<file path="src/rtl/core/mbc_pkg.sv">
// Shared types, constants and helpers for the maze backtracker carver.
// No dependencies; every core file refers to it by scoped names.

package mbc_pkg;

   // grid geometry (the side must be a power of two: cell index is {y, x})
   localparam int GRID_SIDE  = 32;
   localparam int COORD_W    = $clog2(GRID_SIDE);
   localparam int CELL_W     = 2 * COORD_W;
   localparam int CELL_COUNT = GRID_SIDE * GRID_SIDE;
   localparam int LEVEL_W    = CELL_W + 1;

   // request field widths
   localparam int RND_W = 8;

   // configuration port
   localparam int CSR_IDX_W  = 1;
   localparam int CSR_DATA_W = COORD_W;
   localparam logic [CSR_IDX_W-1:0] CSR_START_X = 1'd0;
   localparam logic [CSR_IDX_W-1:0] CSR_START_Y = 1'd1;
   localparam logic [COORD_W-1:0]   START_X_RESET = COORD_W'(10);
   localparam logic [COORD_W-1:0]   START_Y_RESET = COORD_W'(10);

   // request modes
   localparam logic MODE_START = 1'b0;
   localparam logic MODE_STEP  = 1'b1;

   // wall directions
   localparam logic [1:0] DIR_LEFT  = 2'd0;
   localparam logic [1:0] DIR_RIGHT = 2'd1;
   localparam logic [1:0] DIR_UP    = 2'd2;
   localparam logic [1:0] DIR_DOWN  = 2'd3;

   typedef logic [GRID_SIDE-1:0] row_type;
   typedef logic [CELL_W-1:0]    cell_type;

   // access to the visited map, one row per address
   typedef struct packed {
      logic                rd_en;
      logic [COORD_W-1:0]  rd_row;
      logic                wr_en;
      logic [COORD_W-1:0]  wr_row;
      row_type             wr_data;
      logic                clear_all;
   } map_req_type;

   // random byte mod 3: base-4 digits sum to the same residue
   function automatic logic [1:0] mod3_byte(input logic [RND_W-1:0] v);
      logic [3:0] s;
      s = 4'(v[1:0]) + 4'(v[3:2]) + 4'(v[5:4]) + 4'(v[7:6]);
      if (s >= 4'd9)
         s = s - 4'd9;
      else if (s >= 4'd6)
         s = s - 4'd6;
      if (s >= 4'd3)
         s = s - 4'd3;
      return s[1:0];
   endfunction

endpackage

</file>
<file path="src/rtl/core/mbc_visit_map.sv">
// Visited map of the maze carver: one grid row per memory word.
// Per-row valid flags make a cleared row read as zero. Uses mbc_pkg.

module mbc_visit_map (
   input  logic                clock,
   input  logic                reset,
   input  mbc_pkg::map_req_type req,
   output mbc_pkg::row_type    rd_data
);

   mbc_pkg::row_type mem [mbc_pkg::GRID_SIDE];

   logic [mbc_pkg::GRID_SIDE-1:0] row_valid_ff, row_valid_in;
   mbc_pkg::row_type              rd_data_ff;
   logic                          rd_valid_ff;

   // valid flags: clear on start, set on any row write
   always_comb begin
      row_valid_in = req.clear_all ? '0 : row_valid_ff;
      if (req.wr_en)
         row_valid_in[req.wr_row] = 1'b1;
   end

   always_ff @(posedge clock) begin
      if (reset)
         row_valid_ff <= '0;
      else
         row_valid_ff <= row_valid_in;
   end

   // row storage, registered read
   always_ff @(posedge clock) begin
      if (req.wr_en)
         mem[req.wr_row] <= req.wr_data;
      if (req.rd_en) begin
         rd_data_ff  <= mem[req.rd_row];
         rd_valid_ff <= row_valid_ff[req.rd_row];
      end
   end

   assign rd_data = rd_valid_ff ? rd_data_ff : '0;

endmodule

</file>
<file path="config.mk">
export PLATFORM = sky130hd
export DESIGN_NAME = mbc_visit_map
export DESIGN_NICKNAME = d
export VERILOG_FILES = /design/src/rtl/core/mbc_pkg.sv /design/src/rtl/core/mbc_visit_map.sv
export SDC_FILE = /design/constraint.sdc
export NUM_CORES = 1
export LEC_CHECK = 0
export BUFFER_PORTS_ARGS = -buffer_cell sky130_fd_sc_hd__buf_2
export CAP_MARGIN = 30
export CORE_ASPECT_RATIO = 1.75
export CORE_MARGIN = 2
export CORE_UTILIZATION = 55
export DETAILED_ROUTE_END_ITERATION = 10
export PLACE_DENSITY = 0.69
export SLEW_MARGIN = 5
export SYNTH_ARGS = -nofsm -noshare
export SYNTH_HDL_FRONTEND = slang
export SYNTH_SLANG_ARGS = --single-unit
export TNS_END_PERCENT = 20
</file>
<file path="constraint.sdc">
create_clock -name clock -period 3.4 [get_ports clock]
set_clock_uncertainty 0.1 [all_clocks]
set_input_delay 0.34 -clock clock [delete_from_list [all_inputs] [get_ports clock]]
set_output_delay 0.34 -clock clock [all_outputs]
set_load 0.01 [all_outputs]
</file>
# [Yosys cells after proc, flatten, opt, wreduce, memory -nomap -nowiden]
# Memory sizes are Yosys's and may differ from the RTL's. A register that Yosys moved wholly into a read port is not among the register bits.
# Index checks and enable logic that the tools add are counted.
[classes] bitwise=1 order_cmp=3 reduce_logical=1 n_mux=9
[ops] operator="32-bit 2-to-1 mux" count=3
[ops] operator="32-bit bitwise OR" count=1
[ops] operator="5-bit by 6-bit < comparator with 1-bit output (second input constant)" count=2
[ops] operator="1-bit binary-select mux with 5-bit select" count=1
[ops] operator="1-bit demux with 5-bit select" count=1
[ops] operator="5-bit by 1-bit >= comparator with 1-bit output (second input constant)" count=1
[ops] operator="1-bit 2-to-1 mux" count=4
[ops] operator="1-bit logical AND" count=1
[totals] regBits=33 word_cells=17 mem_bits_rw=1024 out_inout_bits=32 n_memories=1 input_bits=47
[mem_list] memory="mem" words=32 width=32 read_ports=1 rd_ports_with_merged_regs=1 write_ports=1 line="mbc_visit_map.sv:11" source="mbc_pkg::row_type mem [mbc_pkg::GRID_SIDE];"

# [Longest topological paths before layout]
# Gate-level depths: netlist (run 1).
[logic_depth] ltp_word=6 ltp_mapped=8 ltp_nobuf=5

# [Worst setup path after synthesis (run 1)]
# No wires, ideal clock.
[synth_path] kind="input to register" startpoint="input port req[34] (netlist bit)" endpoint="memory mem[12][0] (netlist bit) (enable)" t_required_ns=2.877 setup_time_ns=0.423 path_stages=4 n_path_buf=2 slack_ns=0.500 t_arrival_ns=2.377 cell_sequence="buf_2 > or3b_1 > buf_2 > nor2_1"
[synth_lines] element="start: declaration" line="mbc_visit_map.sv:7" source="input mbc_pkg::map_req_type req,"
[synth_lines] element="end: declaration" line="mbc_visit_map.sv:11"
# Straight into the memory's write port.

# [Final worst setup path (run 1)]
[layout_path] startpoint="input port req[35] (netlist bit)" endpoint="memory mem[1][1] (netlist bit) (enable)"
# Straight into the memory's write port.

==> run_results.csv, run 1 <==
group,metric,value,unit
floorplanning,die_y,371,µm
logic_synthesis,syn_nets,2500,
status,status,"finished, final reports clean",
logic_synthesis,synth.distinct_cells,30,
clock_tree,htree_levels,3,
worst_setup_path,critPathCaptureType,"flop",
global_routing,grt_max_degree,95,
global_routing,grt_util_all_layers,0.270,
clock_tree,holdBufCountCts,3,
placed_design,place_hpwl,62.4,mm
clock_tree,cts_setup_buffers,0,
logic_synthesis,synth_area_per_cell,17.3,µm²
floorplanning,core.rowCount,134,
global_routing,grt_pass1_wl,155,mm
logic_synthesis,synthCells,2453,
layout,final_cell_count_no_fill,3670,
logic_synthesis,yosys.area.top_type,"edfxtp_1",
power,p_sw_frac,0.212,
power,p_int,0.0212,W
worst_setup_path,cp-start-kind,"input port",
routing,remaining_drc_errors,0,
worst_setup_path,critical_path.startpoint,"req[35]",
hold_path,hp-class,"input port to flop",
worst_setup_path,slowest_delay,540,ps
timing,setup_viol,0,
hold_path,holdCritStartpoint,"req[0]",
timing,slew_violations,0,
power,switching_power,0.00570,W
worst_setup_path,critPathSlowestCell,"dlygate4sd3_1",
clock_tree,clock_sinks,1089,
run,maxCapViolCount,0,
timing,period_needed,2500,ps
floorplanning,core-area,0.0763,mm²
timing,max_freq,400,MHz
worst_setup_path,reg2reg_from,"mem[1][15]",
power,clockPowerShare,0.388,
global_routing,grt_pass1_vias,23100,
logic_synthesis,ys.flop_type,"edfxtp_1",
routing,wire_per_inst,29.1,µm
logic_synthesis,netlist_top_cells_area,"edfxtp_1 75%, mux2i_1 12%, a22oi_1 1.8%",
timing,hold_viol,0,
placed_design,portBuffers,78,
timing,finalCritPeriodShare,0.736,
logic_synthesis,synth_area,0.0424,mm²
power,p_seq_frac,0.557,
power,power_leakage,16.7,nW
routing,viasPerCell,6.23,
timing,finalSetupTns,0,ps
clock_tree,clock_latency,690,ps
logic_synthesis,synth_edf_count,1057,
logic_synthesis,ys_seq_area_frac,0.763,
worst_setup_path,path_max_fanout,18,
floorplanning,chipWidth,214,µm
routing,vias,22900,
routing,first_pass_iters,5,
floorplanning,die_area,0.0795,mm²
worst_setup_path,timing.critical_path.mode_cell,"or3_1",
floorplanning,start_util,0.556,
placed_design,dp.cells,3496,
worst_setup_path,required,3670,ps
clock_tree,clock_path_buffers,3,
layout,n_fill_cell,5315,
timing,rsz0062_at_grt,"false",
routing,drt-total-wl,107,mm
power,vdd_ir_drop_max,0.348,mV
clock_tree,cts_resized,0,
worst_setup_path,cp_data_arrival_time,2780,ps
power,pwr-share-comb,0.054,
logic_synthesis,yosys.cell_count.top_type,"edfxtp_1",
routing,ant_nets,0,
layout,layout-drive-gt1-share,0.129,
global_routing,antenna_found_initial,4,
placed_design,place_congestion,0.841,
logic_synthesis,synthArstFlopShare,0,
logic_synthesis,yosysWarnings,0,
clock_tree,cts_tree,"done",
logic_synthesis,synth.ff_latch_count,1089,
global_routing,gr-total-overflow,0,
clock_tree,cts_buffers,90,
timing,slew_headroom,0.371,
timing,tightest_slew,943,ps
worst_setup_path,criticalPathCategory,"input port to flop",
clock_tree,clkSlewWorstSetupHoldPaths,60,ps
layout,syn2layout_area_growth,11.9,%
logic_synthesis,synth_top_area_share,0.748,
floorplanning,ios,79,
worst_setup_path,crit_chain,"dlygate4sd3_1 > buf_2 > or3_1 > or3_1 > inv_2 > buf_12",
logic_synthesis,synthTopCellsByCount,"1057 x edfxtp_1, 528 x mux2i_1, 130 x a21oi_1",
clock_tree,cts_root_buf,"clkbuf_16",
routing,drt_iter0_drc,2511,
layout,nNetsFinal,2619,
power,power_density,566,mW/mm²
[sequential cells by signal, indices dropped and copies added (netlist names)]
register	count
mem	1024
rd_data_ff	32
row_valid_ff	32
rd_valid_ff	1
[cell usage in the layout, fill, tap and decap left out, drive strengths merged]
cell type    count
dlygate4sd3      3
nand3b           3
diode            1
nand2b           3
a22oi           99
clkinv          38
or3b             3
and2            33
buf            170
nand2          113
nor2            46
or3              9
bufinv          11
nand3          102
a21o             1
dfxtp           32
a31oi           33
a21oi          130
nor3            33
inv             17
nor2b            3
clkinvlp         3
or2              2
mux2i          528
clkbuf         111
a22o            66
edfxtp        1057
[routing by layer]
layer,GRT usage,routed length [µm]
met4,0.113,4510
met1,0.322,39300
met5,0,12
met3,0.0368,6200
met2,0.491,56800
[metrics by stage]
stage | hold slack (ps) | setup slack (ps) | area (µm²) | total power, W | util
after detailed placement | 356 | 775 | 44500 | 0.0167 | 0.583
after global routing | 10.2 | 838 | 47500 | 0.0276 | 0.622
after CTS | 16.8 | 887 | 47500 | 0.0270 | 0.622
after global placement | 352 | 790 | 44500 | 0.0167 | 0.583
final | 12.6 | 897 | 47500 | 0.0269 | 0.622
after floorplan | 309 | 500 | 42400 | 0.0161 | -
[area by class of cell]
class / count / area [µm²] / share of cell area
Antenna cell: 1 / 2.50 / 0.0000527
Multi-Input combinational cell: 1207 / 9300 / 0.196
Clock inverter: 58 / 579 / 0.0122
Inverter: 11 / 41.3 / 0.000870
Tap cell: 1020 / 1280 / 0.0269
Timing Repair Buffer: 173 / 1540 / 0.0324
Clock buffer: 111 / 2360 / 0.0497
Sequential cell: 1089 / 32400 / 0.682
[critical path, delay by kind of cell]
kind | cells | cell delay, ps
buffers and inverters | 4 | 1480
and+or+nand+nor | 2 | 910
[kinds of logic after synthesis]
logic type      count (synthesis)  share of synthesized area
flops                        1089                      0.763
mux                           528                      0.125
simple gates                  350                     0.0386
compound gates                329                     0.0515
buf+inv                       157                     0.0222
[power by group through the flow]
stage	Clock, W	Combinational (W)	Sequential (W)
final	0.0104	0.00146	0.0150
after global routing	0.0110	0.00155	0.0150
after CTS	0.0106	0.00146	0.0150
after detailed placement	0	0.00145	0.0153
after global placement	0	0.00141	0.0153
after floorplan	0	0.000838	0.0152
[worst paths after layout]
kind                           end  slack, ps  cells after the start
setup / recovery         mem[1][1]        900                      6
hold / removal    row_valid_ff[24]         10                      4
setup reg to reg    rd_data_ff[15]       1580                      5
hold reg to reg   row_valid_ff[25]        370                      2
(Power assumes the default switching activity.)
==> run 2, diff against run 1 <==
==> constraint.sdc (replaced) <==
create_clock -name clock -period 2.5 [get_ports clock]
set_clock_uncertainty 0.1 [all_clocks]
set_input_delay 0.25 -clock clock [delete_from_list [all_inputs] [get_ports clock]]
set_output_delay 0.25 -clock clock [all_outputs]
set_load 0.01 [all_outputs]
==> run 2 against run 1 <==
Against the previous run:
- clock power increased by 39%
- non-clock buffer count grew 82
- cell area rose by 2.7%
- global-route usage decreased by 0.26 points
- core utilization increased by 1.7 points
- combinational power up 41%
- routed wire length decreased by 0.39%
- critical path depth decreased by 3
- critical path type is now flop to primary output
==> run_results.csv, run 2 (synthesized netlist as in run 1, its figures left out) <==
group,metric,value,unit
global_routing,grt_max_degree,64,
routing,first_pass_iters,7,
timing,finalSetupTns,0,ps
layout,n_fill_cell,5192,
layout,largest_reg_flops,1024,
clock_tree,clkSlewWorstSetupHoldPaths,70,ps
layout,largest_register,"mem",
run,maxCapViolCount,0,
worst_setup_path,cp-start-kind,"flop",
timing,finalCritPeriodShare,0.934,
timing,hold_viol,0,
clock_tree,cts_setup_buffers,0,
worst_setup_path,crit_chain,"buf_12 > and2_1 > buf_2",
routing,ant_nets,0,
timing,slew_violations,0,
floorplanning,core-area,0.0763,mm²
floorplanning,ios,79,
floorplanning,chipWidth,214,µm
placed_design,place_congestion,0.813,
hold_path,hp-class,"input port to flop",
placed_design,place_hpwl,59.9,mm
global_routing,grt_util_all_layers,0.267,
status,status,"finished, final reports clean",
layout,syn2layout_area_growth,14.9,%
worst_setup_path,critPathSlowestCell,"edfxtp_1",
hold_path,holdCritStartpoint,"req[0]",
global_routing,grt_pass1_vias,23400,
power,vdd_ir_drop_max,0.524,mV
routing,wire_per_inst,28.3,µm
placed_design,portBuffers,78,
timing,rsz0062_at_grt,"false",
routing,drt_iter0_drc,2187,
power,power_density,757,mW/mm²
layout,final_cell_mix,"1057 x edfxtp_1, 528 x mux2i_1, 130 x a21oi_1, 112 x nand2_1, 102 x nand3_1",
timing,slew_headroom,0.609,
worst_setup_path,critical_path.startpoint,"rd_valid_ff",
timing,setup_viol,0,
timing,period_needed,2340,ps
floorplanning,start_util,0.556,
floorplanning,die_y,371,µm
worst_setup_path,reg2reg_from,"mem[4][23]",
worst_setup_path,path_max_fanout,26,
global_routing,grt_pass1_wl,153,mm
layout,layout-drive-gt1-share,0.144,
routing,drt-total-wl,106,mm
routing,viasPerCell,6.16,
floorplanning,die_area,0.0795,mm²
global_routing,antenna_found_initial,8,
worst_setup_path,critPathCaptureType,"primary output",
layout,nNetsFinal,2702,
timing,tightest_slew,587,ps
worst_setup_path,required,2150,ps
clock_tree,htree_levels,3,
clock_tree,cts_buffers,91,
global_routing,gr-total-overflow,0,
routing,vias,23100,
layout,final_common_cell,"edfxtp_1",
clock_tree,cts_root_buf,"clkbuf_16",
clock_tree,cts_tree,"done",
clock_tree,clock_path_buffers,3,
routing,remaining_drc_errors,0,
worst_setup_path,slowest_delay,600,ps
worst_setup_path,cp_data_arrival_time,1990,ps
placed_design,pre_cts_slack,292,ps
timing,layout_setup_ws,164,ps
clock_tree,clock_latency,680,ps
power,power_leakage,17.2,nW
clock_tree,clock_sinks,1089,
floorplanning,core.rowCount,134,
layout,top_regs,"mem x1024, rd_data_ff x32, row_valid_ff x32",
worst_setup_path,criticalPathCategory,"flop to primary output",
timing,max_freq,428,MHz
-- run 2: cell type report --
cell class / count / area (µm²) / share of cell area
diodes: 3 / 7.51 / 0.000154
clock buffers: 106 / 2420 / 0.0496
clock inverters: 62 / 609 / 0.0125
inverters: 11 / 41.3 / 0.000847
multi-input cells: 1207 / 9300 / 0.191
flip-flops and latches: 1089 / 32400 / 0.664
well taps: 1020 / 1280 / 0.0262
repair buffers: 255 / 2730 / 0.0559
-- run 2: where the power goes --
part	leakage, nW	switching, W	internal, W
sequential	9.81	0.0000945	0.0203
combinational	5.91	0.00129	0.000764
clock	1.46	0.00637	0.00809
total	17.2	0.00776	0.0291
-- run 2: repair_timing --
item	4_1_cts	5_1_grt
resized for setup	0	0
hold buffers	43	0
hold endpoints to repair	1071	0
-- run 2: metal layers --
metal | vias up | global-route usage | routed length (µm)
met5 | - | 0 | 29
li1 | 10000 | - | -
met3 | 240 | 0.0418 | 7450
met4 | 6 | 0.114 | 4290
met2 | 1008 | 0.470 | 54900
met1 | 11800 | 0.329 | 39700
-- run 2: per-stage QoR --
stage / utilization / cells / total power (W) / area [µm²] / hold slack, ps
2_1_floorplan: - / 2453 / 0.0219 / 42400 / 219
3_3_place_gp: 0.594 / 3539 / 0.0227 / 45300 / 353
3_5_place_dp: 0.594 / 3539 / 0.0228 / 45300 / 358
4_1_cts: 0.639 / 3750 / 0.0370 / 48800 / 1.64
5_1_grt: 0.639 / 3751 / 0.0379 / 48800 / 62.6
6_report: 0.639 / 3753 / 0.0369 / 48800 / 41.3
-- run 2: path summary, 6_finish.rpt --
kind                      endpoint  slack [ps]  cells past startpoint
hold / removal    row_valid_ff[21]          40                      5
setup reg to reg    rd_data_ff[23]         920                      5
setup / recovery       rd_data[26]         160                      3
hold reg to reg   row_valid_ff[13]         370                      2
-- run 2: critical path, delay by kind of cell, from the launching register on --
family	cells	cell delay (ps)
simple gates	1	260
flops	1	600
buf+inv	2	420
